[config.mk]
export PLATFORM = sky130hd
export DESIGN_NAME = dual_wheel_speed_pid_unit
export DESIGN_NICKNAME = d
export VERILOG_FILES = /design/src/hdl/dwsp_pkg.sv /design/src/hdl/dwsp_div.sv /design/src/hdl/dwsp_lane.sv /design/src/hdl/dual_wheel_speed_pid_unit.sv
export VERILOG_INCLUDE_DIRS = /design/src /design/src/hdl
export SDC_FILE = /design/constraint.sdc
export NUM_CORES = 2
export LEC_CHECK = 0
export BUFFER_PORTS_ARGS = -buffer_cell sky130_fd_sc_hd__buf_2
export CAP_MARGIN = 20
export CORE_MARGIN = 2
export CORE_UTILIZATION = 35
export DETAILED_ROUTE_END_ITERATION = 8
export GPL_TIMING_DRIVEN = 1
export HOLD_SLACK_MARGIN = 0.05
export PLACE_DENSITY = 0.53
export SYNTH_ARGS = -nofsm -noshare
export SYNTH_HDL_FRONTEND = slang
export SYNTH_SLANG_ARGS = --single-unit
[constraint.sdc]
create_clock -name clk -period 8.45 [get_ports clk]
set_input_delay 1.69 -clock clk [delete_from_list [all_inputs] [get_ports clk]]
set_output_delay 1.69 -clock clk [all_outputs]
set_load 0.005 [all_outputs]
[src/hdl/dual_wheel_speed_pid_unit_defines.svh]
// assertion macros shared by the speed controller
`ifndef DUAL_WHEEL_SPEED_PID_UNIT_DEFINES_SVH
`define DUAL_WHEEL_SPEED_PID_UNIT_DEFINES_SVH

`ifndef SYNTHESIS
`define DWSP_ASSERT_NOW(lbl, clk, rst, ante, cons) \
  lbl: assert property (@(posedge clk) disable iff (rst) (ante) |-> (cons)) \
    else $error("dwsp check failed");
`define DWSP_ASSERT_NEXT(lbl, clk, rst, ante, cons) \
  lbl: assert property (@(posedge clk) disable iff (rst) (ante) |=> (cons)) \
    else $error("dwsp check failed");
`else
`define DWSP_ASSERT_NOW(lbl, clk, rst, ante, cons)
`define DWSP_ASSERT_NEXT(lbl, clk, rst, ante, cons)
`endif

`endif

[src/hdl/dwsp_pkg.sv]
package dwsp_pkg;

  localparam int PERIOD_W = 16;
  localparam int SUM_W    = 22;
  localparam int DRIVE_W  = 13;
  localparam int SPEED_W  = 16;
  localparam int GAIN_W   = 16;
  localparam int TARGET_W = 10;
  localparam int ERR_W    = 17;
  localparam int IDX_W    = 3;
  localparam int DIV_CNT_W = $clog2(SUM_W);

  localparam int RPM_NUMERATOR = 2000000;
  localparam int PRESET_FACTOR = 40;
  localparam int DRIVE_MIN     = 2;
  localparam int DRIVE_MAX     = 7500;

  localparam logic [IDX_W-1:0] REG_PROP_GAIN    = 3'd0;
  localparam logic [IDX_W-1:0] REG_INTEG_GAIN   = 3'd1;
  localparam logic [IDX_W-1:0] REG_DERIV_GAIN   = 3'd2;
  localparam logic [IDX_W-1:0] REG_TARGET_LEFT  = 3'd3;
  localparam logic [IDX_W-1:0] REG_TARGET_RIGHT = 3'd4;

  typedef struct packed {
    logic signed [GAIN_W:0]   pi_gain;
    logic signed [GAIN_W-1:0] d_gain;
  } gains_t;

  typedef struct packed {
    logic               done;
    logic [DRIVE_W-1:0] duty;
    logic [SPEED_W-1:0] speed;
  } lane_stat_t;

  typedef struct packed {
    logic [DRIVE_W-1:0] left_drive;
    logic [DRIVE_W-1:0] right_drive;
    logic               updated;
    logic [SPEED_W-1:0] left_speed;
    logic [SPEED_W-1:0] right_speed;
  } result_t;

endpackage

[src/hdl/dwsp_div.sv]
module dwsp_div
  import dwsp_pkg::*;
(
  input  logic             clk,
  input  logic             rst,
  input  logic             start,
  input  logic [SUM_W-1:0] dividend,
  input  logic [SUM_W-1:0] divisor,
  output logic             done,
  output logic [SUM_W-1:0] quotient
);

  logic                 busy;
  logic [DIV_CNT_W-1:0] count;
  logic [SUM_W-1:0]     rem;
  logic [SUM_W-1:0]     quo;
  logic [SUM_W-1:0]     dvs;
  logic [SUM_W:0]       rem_shift;
  logic [SUM_W:0]       rem_trial;
  logic                 fits;

  // restoring division, one quotient bit a cycle; a zero divisor gives all ones
  always_comb begin
    rem_shift = {rem, quo[SUM_W-1]};
    fits      = rem_shift >= {1'b0, dvs};
    rem_trial = fits ? (rem_shift - {1'b0, dvs}) : rem_shift;
  end

  always_ff @(posedge clk) begin
    if (rst) begin
      busy  <= 1'b0;
      done  <= 1'b0;
      count <= '0;
    end else begin
      done <= 1'b0;
      if (start) begin
        busy  <= 1'b1;
        count <= DIV_CNT_W'(SUM_W - 1);
        rem   <= '0;
        quo   <= dividend;
        dvs   <= divisor;
      end else if (busy) begin
        rem <= rem_trial[SUM_W-1:0];
        quo <= {quo[SUM_W-2:0], fits};
        count <= count - 1'b1;
        if (count == '0) begin
          busy <= 1'b0;
          done <= 1'b1;
        end
      end
    end
  end

  assign quotient = quo;

endmodule

[src/hdl/dwsp_lane.sv]
module dwsp_lane
  import dwsp_pkg::*;
#(
  parameter int SAMPLES = 10
)
(
  input  logic                clk,
  input  logic                rst,
  input  logic                take,
  input  logic                close,
  input  logic [PERIOD_W-1:0] period,
  input  logic                preset,
  input  logic [TARGET_W-1:0] preset_target,
  input  gains_t              gains,
  output lane_stat_t          stat
);

  localparam int ACC_W = 36;
  localparam int MUL_W = ERR_W + 1;
  localparam int RECIP_SHIFT = SUM_W + $clog2(SAMPLES);
  localparam int RECIP_W     = SUM_W + 1;
  localparam int PROD_W      = SUM_W + RECIP_W;
  localparam longint RECIP   = ((longint'(1) << RECIP_SHIFT) + longint'(SAMPLES) - 1)
                               / longint'(SAMPLES);

  typedef enum logic [2:0] {
    S_IDLE, S_DIV_AVG, S_DIV_RPM, S_MUL_P, S_MUL_D, S_SUM, S_CLAMP, S_DONE
  } state_t;

  state_t                    state;
  logic [SUM_W-1:0]          period_sum;
  logic [SUM_W-1:0]          sum_next;
  logic [TARGET_W-1:0]       target;
  logic [DRIVE_W-1:0]        duty;
  logic [SPEED_W-1:0]        rpm_hold;
  logic signed [ERR_W-1:0]   last_err;
  logic signed [ERR_W-1:0]   err;
  logic signed [ACC_W-1:0]   prod;
  logic signed [ACC_W-1:0]   acc;

  logic [PROD_W-1:0]         avg_prod;
  logic [SUM_W-1:0]          avg;
  logic                      div_go;
  logic [SUM_W-1:0]          div_dividend;
  logic [SUM_W-1:0]          div_divisor;
  logic                      div_done;
  logic [SUM_W-1:0]          div_quo;
  logic [SPEED_W-1:0]        rpm_sat;
  logic signed [MUL_W-1:0]   derr;
  logic signed [MUL_W-1:0]   mul_a;
  logic signed [MUL_W-1:0]   mul_b;
  logic [15:0]               preset_raw;
  logic [DRIVE_W-1:0]        preset_duty;

  assign sum_next = period_sum + {{(SUM_W-PERIOD_W){1'b0}}, period};

  // window average by reciprocal multiply, exact for any sum that fits the accumulator
  assign avg_prod = PROD_W'(period_sum) * PROD_W'(RECIP);
  assign avg      = SUM_W'(avg_prod >> RECIP_SHIFT);

  // the divider then turns the average into rpm
  assign div_go       = (state == S_DIV_AVG);
  assign div_dividend = SUM_W'(RPM_NUMERATOR);
  assign div_divisor  = avg;

  dwsp_div u_div (
    .clk      (clk),
    .rst      (rst),
    .start    (div_go),
    .dividend (div_dividend),
    .divisor  (div_divisor),
    .done     (div_done),
    .quotient (div_quo)
  );

  assign rpm_sat = (|div_quo[SUM_W-1:SPEED_W]) ? {SPEED_W{1'b1}} : div_quo[SPEED_W-1:0];

  // one shared multiplier: (kp + ki) * err first, then kd * change of error
  assign derr  = {err[ERR_W-1], err} - {last_err[ERR_W-1], last_err};
  assign mul_a = (state == S_MUL_P) ? {gains.pi_gain[GAIN_W], gains.pi_gain}
                                    : {{(MUL_W-GAIN_W){gains.d_gain[GAIN_W-1]}}, gains.d_gain};
  assign mul_b = (state == S_MUL_P) ? {err[ERR_W-1], err} : derr;

  assign preset_raw  = 16'(preset_target) * 16'(PRESET_FACTOR);
  assign preset_duty = (preset_raw > 16'(DRIVE_MAX)) ? DRIVE_W'(DRIVE_MAX)
                                                     : preset_raw[DRIVE_W-1:0];

  always_ff @(posedge clk) begin
    if (rst) begin
      state      <= S_IDLE;
      period_sum <= '0;
      target     <= '0;
      duty       <= '0;
      rpm_hold   <= '0;
      last_err   <= '0;
    end else begin
      if (preset) begin
        target <= preset_target;
        duty   <= preset_duty;
      end
      case (state)
        S_IDLE: begin
          // a closing sample is added into the sum, which is held while the average is formed
          if (take) begin
            period_sum <= sum_next;
            if (close) state <= S_DIV_AVG;
          end
        end
        S_DIV_AVG: begin
          period_sum <= '0;
          state      <= S_DIV_RPM;
        end
        S_DIV_RPM: begin
          if (div_done) begin
            rpm_hold <= rpm_sat;
            err      <= $signed({{(ERR_W-TARGET_W){1'b0}}, target})
                      - $signed({1'b0, rpm_sat});
            state    <= S_MUL_P;
          end
        end
        S_MUL_P: begin
          prod  <= ACC_W'(mul_a * mul_b);
          state <= S_MUL_D;
        end
        S_MUL_D: begin
          acc   <= $signed({{(ACC_W-DRIVE_W){1'b0}}, duty}) + prod;
          prod  <= ACC_W'(mul_a * mul_b);
          state <= S_SUM;
        end
        S_SUM: begin
          acc      <= acc + prod;
          last_err <= err;
          state    <= S_CLAMP;
        end
        S_CLAMP: begin
          if (acc < $signed(ACC_W'(DRIVE_MIN))) duty <= DRIVE_W'(DRIVE_MIN);
          else if (acc > $signed(ACC_W'(DRIVE_MAX))) duty <= DRIVE_W'(DRIVE_MAX);
          else duty <= acc[DRIVE_W-1:0];
          state <= S_DONE;
        end
        S_DONE: begin
          state <= S_IDLE;
        end
        default: begin
          state <= S_IDLE;
        end
      endcase
    end
  end

  assign stat.done  = (state == S_DONE);
  assign stat.duty  = duty;
  assign stat.speed = rpm_hold;

endmodule

[src/hdl/dual_wheel_speed_pid_unit.sv]
// channel | direction | handshake           | payload
// in      | input     | in_valid / in_stall | left_period, right_period
// out     | output    | out_valid/out_stall | left_drive, right_drive, updated,
//         |           |                     | left_speed, right_speed
// cfg     | input     | cfg_valid/cfg_ready | cfg_index, cfg_data
//
// an item that does not close a window has its result registered on acceptance
// a window-closing item then goes through the reciprocal average, the bit-serial rpm
// division in each lane, loading speed and error, four multiply, add and clamp steps,
// and the merge of the lanes; the input stalls for all of them
// one result may wait in a holding slot while the output is stalled, stalling the input
// rst is synchronous, clears gains, targets, drives, sums and the window count

`include "dual_wheel_speed_pid_unit_defines.svh"

module dual_wheel_speed_pid_unit
  import dwsp_pkg::*;
#(
  parameter int SAMPLES = 10
)
(
  input  logic                clk,
  input  logic                rst,
  input  logic                in_valid,
  output logic                in_stall,
  input  logic [PERIOD_W-1:0] left_period,
  input  logic [PERIOD_W-1:0] right_period,
  output logic                out_valid,
  input  logic                out_stall,
  output logic [DRIVE_W-1:0]  left_drive,
  output logic [DRIVE_W-1:0]  right_drive,
  output logic                updated,
  output logic [SPEED_W-1:0]  left_speed,
  output logic [SPEED_W-1:0]  right_speed,
  input  logic                cfg_valid,
  output logic                cfg_ready,
  input  logic [IDX_W-1:0]    cfg_index,
  input  logic [GAIN_W-1:0]   cfg_data
);

  localparam int CNT_W = (SAMPLES > 1) ? $clog2(SAMPLES) : 1;

  logic [CNT_W-1:0]         count;
  logic [CNT_W:0]           count_inc;
  logic                     close;
  logic                     accept;
  logic                     busy;
  logic                     lanes_done;
  logic                     finish;
  logic                     out_free;
  logic                     pend_valid;
  logic                     cfg_write;
  logic                     drive_ok;
  logic signed [GAIN_W-1:0] prop_gain;
  logic signed [GAIN_W-1:0] integ_gain;
  logic signed [GAIN_W-1:0] deriv_gain;
  gains_t                   gains;
  lane_stat_t               left_stat;
  lane_stat_t               right_stat;
  result_t                  res;
  result_t                  pend;
  result_t                  out_reg;

  assign cfg_ready = 1'b1;
  assign cfg_write = cfg_valid && cfg_ready;

  assign in_stall  = busy || pend_valid;
  assign accept    = in_valid && !in_stall;
  assign count_inc = {1'b0, count} + 1'b1;
  assign close     = (count_inc == (CNT_W+1)'(SAMPLES));

  assign gains.pi_gain = {prop_gain[GAIN_W-1], prop_gain} + {integ_gain[GAIN_W-1], integ_gain};
  assign gains.d_gain  = deriv_gain;

  dwsp_lane #(.SAMPLES(SAMPLES)) u_left (
    .clk           (clk),
    .rst           (rst),
    .take          (accept),
    .close         (close),
    .period        (left_period),
    .preset        (cfg_write && cfg_index == REG_TARGET_LEFT),
    .preset_target (cfg_data[TARGET_W-1:0]),
    .gains         (gains),
    .stat          (left_stat)
  );

  dwsp_lane #(.SAMPLES(SAMPLES)) u_right (
    .clk           (clk),
    .rst           (rst),
    .take          (accept),
    .close         (close),
    .period        (right_period),
    .preset        (cfg_write && cfg_index == REG_TARGET_RIGHT),
    .preset_target (cfg_data[TARGET_W-1:0]),
    .gains         (gains),
    .stat          (right_stat)
  );

  // merge both lanes into one result transaction
  assign lanes_done = left_stat.done && right_stat.done;
  assign finish     = (accept && !close) || (busy && lanes_done);
  assign out_free   = !out_valid || !out_stall;

  assign res.left_drive  = left_stat.duty;
  assign res.right_drive = right_stat.duty;
  assign res.updated     = busy;
  assign res.left_speed  = left_stat.speed;
  assign res.right_speed = right_stat.speed;

  always_ff @(posedge clk) begin
    if (rst) begin
      prop_gain  <= '0;
      integ_gain <= '0;
      deriv_gain <= '0;
    end else if (cfg_write) begin
      case (cfg_index)
        REG_PROP_GAIN:  prop_gain  <= cfg_data;
        REG_INTEG_GAIN: integ_gain <= cfg_data;
        REG_DERIV_GAIN: deriv_gain <= cfg_data;
        default: ;
      endcase
    end
  end

  always_ff @(posedge clk) begin
    if (rst) begin
      count      <= '0;
      busy       <= 1'b0;
      out_valid  <= 1'b0;
      pend_valid <= 1'b0;
    end else begin
      if (accept) begin
        count <= close ? '0 : count_inc[CNT_W-1:0];
        if (close) busy <= 1'b1;
      end
      if (busy && lanes_done) busy <= 1'b0;

      if (out_free) begin
        if (pend_valid) begin
          out_reg    <= pend;
          out_valid  <= 1'b1;
          pend_valid <= 1'b0;
        end else if (finish) begin
          out_reg   <= res;
          out_valid <= 1'b1;
        end else begin
          out_valid <= 1'b0;
        end
      end else if (finish) begin
        pend       <= res;
        pend_valid <= 1'b1;
      end
    end
  end

  assign left_drive  = out_reg.left_drive;
  assign right_drive = out_reg.right_drive;
  assign updated     = out_reg.updated;
  assign left_speed  = out_reg.left_speed;
  assign right_speed = out_reg.right_speed;

  assign drive_ok = (left_drive <= DRIVE_W'(DRIVE_MAX)) && (right_drive <= DRIVE_W'(DRIVE_MAX));

  `DWSP_ASSERT_NOW(a_pend_behind_out, clk, rst, pend_valid, out_valid)
  `DWSP_ASSERT_NOW(a_busy_no_pend, clk, rst, busy, !pend_valid)
  `DWSP_ASSERT_NEXT(a_close_starts_lanes, clk, rst, accept && close, busy)
  `DWSP_ASSERT_NOW(a_drive_range, clk, rst, out_valid, drive_ok)

endmodule

### Word-level counts from Yosys, hierarchy flattened

Index checks and enable logic that the tools add are counted.

| word-level totals | value |
|---|---|
| input port bits | 56 |
| output and inout bits | 62 |
| word-level logic and storage cells | 215 |
| register bits after elaboration | 653 |

| operators by class | value |
|---|---|
| add/subtract/negate cells | 16 |
| eq/ne operators | 25 |
| bitwise gates (word level) | 4 |
| multiplexer cells | 50 |
| reduce and logical (&&, ||, !) cells | 59 |
| $lt $le $gt $ge | 7 |
| multiply operators | 5 |

Operators with widths:

| kind | number |
|---|---|
| $mux W22 | 8 |
| $pmux W36 S2 | 2 |
| $mux W59 | 2 |
| $mux W13 | 9 |
| $mul A22 B23 Y45 const B | 2 |
| $pmux W22 S2 | 2 |
| $add A14 B36 Y36 | 2 |
| $add A36 B36 Y36 | 2 |
| $gt A36 B14 Y1 const B | 2 |
| $lt A36 B3 Y1 const B | 2 |
| $mul A18 B18 Y36 | 2 |
| $mux W18 | 4 |
| $pmux W3 S8 | 2 |
| $ge A23 B19 Y1 | 2 |
| $add A22 B16 Y22 | 2 |
| $sub A22 B19 Y22 | 2 |
| $sub A17 B17 Y18 | 2 |
| $sub A10 B16 Y17 | 2 |
| $mux W16 | 2 |
| $reduce_and A2 Y1 | 16 |
| $eq A3 B3 Y1 const B | 9 |
| $mux W5 | 4 |
| $eq A3 B2 Y1 const B | 6 |
| $reduce_and A3 Y1 | 6 |
| 21 further kinds | 72 |

### Longest topological paths before layout

| logic depth | value |
|---|---|
| depth in word-level cells | 7 |
| mapped depth | 38 |
| mapped depth without buffers | 37 |

### Modules after synthesis

Synthesis repeated with hierarchy kept, for this count alone.

| unflattened totals | value |
|---|---|
| cell total of the unflattened synthesis | 7749 |
| area total of the unflattened synthesis | 74421.4 um2 |

Modules (own cells, without submodules):

| module | instances | area an instance (um2) | cells an instance |
|---|---|---|---|
| dwsp_lane at u_left | 1 | 29393.2 | 3190 |
| dwsp_lane at u_right | 1 | 29365.7 | 3225 |
| dwsp_div | 2 | 4237.8 | 384 |
| dual_wheel_speed_pid_unit | 1 | 7186.9 | 566 |

### Worst setup path before layout

Ideal clock, no wire load.

| path | value |
|---|---|
| path kind | register to register |
| start | register prop_gain[0] |
| end | register u_left.prod[32], data pin |
| cell stages (with the launch flop) | 36 |
| path slack | -248 ps |
| arrival | 8441 ps |
| clock period less this slack | 8698 ps |
| path buffers | 1 |
| data required time | 8192 ps |
| setup time | 258 ps |
| cells stage by stage | dfxtp_1 > ha_1 > fa_1 > a21o_1 > a21oi_1 > o21bai_1 > a21o_1 > a21oi_1 > o21ai_0 > a21o_1 > a21o_1 > xnor2_1 > o21ai_0 > clkbuf_1 > nand2_1 > fa_1 > inv_1 > fa_1 > fa_1 > inv_1 > fa_1 > fa_1 > inv_1 > fa_1 > ha_1 > a21o_1 > a21o_1 > a2111oi_0 > o21bai_1 > a21oi_1 > a2111oi_0 > o2111ai_1 > nand4b_1 > a31o_2 > a21oi_1 > xnor2_1 |

| between the ends | value |
|---|---|
| cells in the longest elaborated chain, start to end | 3 |

RTL lines:

| item | line | text |
|---|---|---|
| start: declaration | dual_wheel_speed_pid_unit.sv:54 | `logic signed [GAIN_W-1:0] prop_gain;` |
| start signal: assignment | dual_wheel_speed_pid_unit.sv:117 | `REG_PROP_GAIN: prop_gain <= cfg_data;` |
| $add A16 B16 Y17 | dual_wheel_speed_pid_unit.sv:72 | `assign gains.pi_gain = {prop_gain[GAIN_W-1], prop_gain} + {integ_gain[GAIN_W-1], integ_gain};` |
| $mux W18 | dwsp_lane.sv:80 | `assign mul_a = (state == S_MUL_P) ? {gains.pi_gain[GAIN_W], gains.pi_gain}` |
| $mul A18 B18 Y36 | dwsp_lane.sv:122, dwsp_lane.sv:127 |  |
| end signal: assignment | dwsp_lane.sv:122 | `prod <= ACC_W'(mul_a * mul_b);` |
| end signal: assignment | dwsp_lane.sv:127 | `prod <= ACC_W'(mul_a * mul_b);` |
| end: declaration | dwsp_lane.sv:38 | `logic signed [ACC_W-1:0] prod;` |

No other way between the ends.
A chain may end at the register's enable or synchronous reset.

### Worst setup path in the final report

| path | value |
|---|---|
| start | register u_left.err[1] |
| end | register u_left.prod[34], data pin |

| between the ends | value |
|---|---|
| cells in the longest elaborated chain, start to end | 3 |

RTL lines:

| item | line | text |
|---|---|---|
| start: declaration | dwsp_lane.sv:37 | `logic signed [ERR_W-1:0] err;` |
| start signal: assignment | dwsp_lane.sv:116 | `err <= $signed({{(ERR_W-TARGET_W){1'b0}}, target})` |
| $sub A17 B17 Y18 | dwsp_lane.sv:79 | `assign derr = {err[ERR_W-1], err} - {last_err[ERR_W-1], last_err};` |
| $mux W18 * | dwsp_lane.sv:82 | `assign mul_b = (state == S_MUL_P) ? {err[ERR_W-1], err} : derr;` |
| $mul A18 B18 Y36 * | dwsp_lane.sv:122, dwsp_lane.sv:127 |  |

Mark *: on every way between the ends. The rest lies on a longest branch, timed or not.

==> results by stage <==
Worst setup path:
- The worst reg-to-reg path cell count is 34.
- The worst register-to-register path begins at u_left.err[1].
- At the worst endpoint, the required time is between 8000 and 9000 ps.
- In this design, the critical path's most frequently occurring cell is sky130_fd_sc_hd__fa_1.
- The capturing element type of the critical path is a flip-flop.
- The worst register-to-register path has a setup slack of -9 ps.
- The critical path data arrival time is 8940 ps.
- The slowest stage of the critical path is the sky130_fd_sc_hd__fa_1 cell.
- On the worst path, the slowest cell contributes a delay of around 580 ps.
- In this run the worst path has a maximum fanout of 3.
- The reg-to-reg endpoint is u_left.prod[34].
- The critical path is of the flip-flop to flip-flop type.
- The kind of start point of the critical path is a flip-flop.

Synth:
- The synthesized netlist cell count is 7,518.
- The synthesized netlist devotes 10.1% of its cell area to compound gates.
- The Yosys step of the flow raised 0 warnings.
- After synthesis, the mean cell area works out to 9.51 sq um.
- The post-synthesis cell area is about 0.072 sq mm.
- The simple-gate share of the synthesized area is ~13%.
- Synthesis inferred about 650 register bits.
- Summing the areas of all xor and xnor instances in the mapped netlist gives 3.41% of the synthesized area.
- For this run, asynchronously set or reset flops after synthesis account for 0%.
- After synthesis, flip-flops and latches occupy 24.2% of the total area.
- After Yosys synthesis, full adders, half adders and majority gates account for 39.6% of the synthesized area.
- In the synthesized netlist the dominant register cell turns out to be sky130_fd_sc_hd__edfxtp_1.
- The dominant combinational cell family by area after synthesis is adder cells.
- Of the post-synthesis cell area, the part taken by muxes is between 1.5 and 2%.
- The synthesized net count is 9,277.
- The distinct cell type count of the synthesized netlist is 84.
- The number of enable-type register cells in the synthesized netlist is around 420.

Outcome:
- The run finished, with violations left.
- The checks that failed: negative setup slack.

Placement:
- Summing all placed instances gives a cell area of a little under 0.08 sq mm.
- The global placement routability congestion is 0.898.
- The count of buffers added on input and output ports is 116.
- Including well taps, the total number of placed cells is 10.5k.
- The detailed placer's ending HPWL is 159 mm.
- The worst-case setup slack after placement is -561 ps.

Floorplanning:
- The total core area is 0.203 sq mm.
- The number of placement rows is ~170.
- The effective utilization at floorplan is roughly a third.
- The die span in y is 456 um.
- The die footprint is 0.208 sq mm.
- In this run the horizontal extent of the chip is 456 um.
- The number of ports placed on the die boundary is 118.

Clock tree:
- The H-tree level count is 3.
- In this run, CTS created clock tree buffers numbering 83.
- The buffer levels on the longest clock path is 3.
- The clock network latency to the later pin of the worst-skew pair is 740 ps.
- The tree is rooted in a sky130_fd_sc_hd__clkbuf_16.
- TritonCTS built the clock tree.
- Clock-pin slew was measured on the worst setup and hold paths at roughly 60 ps.
- The clock drives 653 sinks.

Pwr:
- The largest vdd supply drop is 0.175 mV.
- The power density normalized to cell area is 169 mW/mm^2.
- The cell leakage power is just under 40 nW.

Timing:
- The worst hold slack is 451 ps.
- Across the routed clock network, the largest skew measured is ~29 ps.
- The final worst setup slack is -8.57 ps.
- The final number of hold-violating endpoints is 0.
- The setup violation total in the final timing report is 1.
- The share of the clock period used by the worst path after layout is 100%.
- Setup repair after global routing could not meet its margin everywhere.
- The highest attainable clock frequency is about 0.12 GHz.
- The max-slew headroom at the worst pin is ~23%.
- The max-slew violation total from the final report is 0.
- The transition time at the pin with the least slew margin is 1150 ps.
- After layout, the minimum clock period comes to around 8500 ps.

Layout:
- The net count of the finished layout is 9,700.
- From synthesis to final layout, the design area changed by 14.8%.
- The count of filler cells inserted in the layout is 20.1k.
- The finished cells cover between 0.08 and 0.09 sq mm.
- After the flow finishes, the layout carries non-filler instances totaling 10.7k.
- The share of cells above drive strength 1 is 12.7%.
- The post-route core utilization is between 40 and 50%.

Global route:
- After global routing the overflow that remains totals 0.
- The total track usage is 18.9%.
- The initial antenna violation count is 11.
- The first global-routing pass estimated 310 mm of wire.
- The number of global-route vias before repair is 55.6k.
- Entering global routing, the biggest net connects 136 pins.

Route:
- In the routed layout, each cell is associated on average with a via count of 4.95.
- Across all layers, the routed design uses 52.9k vias.
- The first-iteration detailed-routing DRC count is 2,952.
- The wire length per cell is 18.3 um.
- After detailed routing, the met3 layer carries 8.08 mm of wire.
- The number of remaining DRC errors is 0.
- The post-route antenna net violation count is 0.
- The number of search-and-repair iterations in the first detailed-routing pass is 6.
- The detailed-routed wire length on met2 is 93.6 mm.
- The highest metal layer with signal wires is met4.
- The routed length on met1 is a little under 90 mm.
- The final routed wirelength across all metal layers is 195 mm.

Worst hold path:
- The worst hold path begins at u_right.rpm_hold[11].
- The path with the worst hold slack has its endpoint at pend[11].
- Along the worst hold path, the cell count comes to 0.
- The class of the most critical hold timing path is flip-flop to flip-flop.

Flow run:
- Max-cap violations in this run came to 0.
## Yosys cell counts, drive strengths merged, types with 109 or more instances
cell type	n	area share, %
a21o	117	1.2
a21oi	403	2.8
clkbuf	190	1.0
dfxtp	231	6.5
edfxtp	422	18
fa	932	26
ha	771	13
inv	1354	7.1
nand2	843	4.4
nand3	109	0.76
nor2	578	3.0
o21ai	232	1.6
xnor2	200	2.4
## layout make-up
class                      count  area [sq um]  share of cell area [%]
inverter                    1354          5080                    6.19
clock buffer                  98          2240                    2.73
antenna                        6          15.0                  0.0183
timing repair buffer         547          4100                    4.99
tap                         2672          3340                    4.07
sequential                   653         17300                    21.1
clock inverter                58           694                   0.846
multi-input combinational   5302         49300                    60.1
## state kept, by name, summed over array words and instances, names as in the netlist, 22 cells and up
signal                  cells
pend                       59
u_left.acc                 36
u_left.period_sum          22
u_left.prod                36
u_left.u_div.quotient      22
u_left.u_div.rem           22
u_right.acc                36
u_right.period_sum         22
u_right.prod               36
u_right.u_div.quotient     22
u_right.u_div.rem          22
## cells by family (layout without fill, tap and decap cells)
group | count (synthesis) | count (layout)
fa+ha+maj | 1703 | 1703
simple gates | 2070 | 2070
flops | 653 | 653
mux | 104 | 104
other cells | 1 | 7
buf+inv | 1563 | 2057
compound gates | 1146 | 1146
xor+xnor | 278 | 278
## layer usage
metal	GRT usage [%]	up-vias
li1	-	25400
met4	5.48	0
met2	32.1	960
met1	25.1	26400
met3	2.17	233
met5	0	-
## through the flow
step	setup TNS, ps	power, mW
final	-8.57	13.9
after global routing	-3900	15.2
after CTS	0	14.0
after detailed placement	-5120	10.0
after global placement	-3020	9.90
after floorplan	0	8.22
## power by group
group	leakage (nW)	internal [mW]	switching (mW)
clock	1.43	2.23	1.59
combinational	31.9	2.80	3.66
sequential	5.72	3.56	0.0682
## worst max-delay path by stage
stage                   from         endpoint
3_5_place_dp   u_left.err[0]  u_left.prod[32]
4_1_cts         prop_gain[1]  u_left.prod[34]
3_3_place_gp   u_left.err[0]  u_left.prod[34]
5_1_grt         prop_gain[0]  u_left.prod[34]
6_report       u_left.err[1]  u_left.prod[34]
2_1_floorplan   prop_gain[0]  u_left.prod[32]
## worst max-delay path: cells and delay by family (launching register included)
| kind | cells | cell delay (ps) |
|---|---|---|
| xor gates and xnor gates | 1 | 130 |
| adders and majority gates | 8 | 3710 |
| DFF | 1 | 420 |
| buffers and inverters | 4 | 520 |
| AOI/OAI and AO/OA | 15 | 2690 |
| and+or+nand+nor | 6 | 740 |
## layout by cell type, fill, tap and decap left out, types with 22 or more instances in the layout
cell                        count
sky130_fd_sc_hd__mux2i_1       38
sky130_fd_sc_hd__o21a_1        47
sky130_fd_sc_hd__a21o_1       116
sky130_fd_sc_hd__o21ai_0      186
sky130_fd_sc_hd__xor2_1        76
sky130_fd_sc_hd__clkbuf_16     86
sky130_fd_sc_hd__and2_1        59
sky130_fd_sc_hd__or3_1         33
sky130_fd_sc_hd__or2_2         32
sky130_fd_sc_hd__inv_1       1323
sky130_fd_sc_hd__a211oi_1      66
sky130_fd_sc_hd__nor3_1        82
sky130_fd_sc_hd__edfxtp_1     422
sky130_fd_sc_hd__buf_2        115
sky130_fd_sc_hd__buf_4        394
sky130_fd_sc_hd__nand2b_1      65
sky130_fd_sc_hd__a21oi_2       28
sky130_fd_sc_hd__a221oi_1      22
sky130_fd_sc_hd__nor2b_1       77
sky130_fd_sc_hd__nor2_1       559
sky130_fd_sc_hd__nand3_1      104
sky130_fd_sc_hd__mux2_2        65
sky130_fd_sc_hd__o211ai_1      25
sky130_fd_sc_hd__xnor2_1      196
sky130_fd_sc_hd__ha_1         750
sky130_fd_sc_hd__nand2_1      830
sky130_fd_sc_hd__a21oi_1      370
sky130_fd_sc_hd__nor4_1        23
sky130_fd_sc_hd__inv_2         31
sky130_fd_sc_hd__dfxtp_1      226
sky130_fd_sc_hd__fa_1         915
sky130_fd_sc_hd__o21bai_1      50
sky130_fd_sc_hd__o21ai_1       27
sky130_fd_sc_hd__a31oi_1       23
sky130_fd_sc_hd__and3_1        87
## timing repair
item | CTS | global route
hold buffers | 0 | 0
endpoints found under the setup margin | 19 | 25
pin swaps | 49 | 189
buffers inserted | 16 | 40
gates resized for setup | 74 | 180
(Power assumes the default switching activity.)
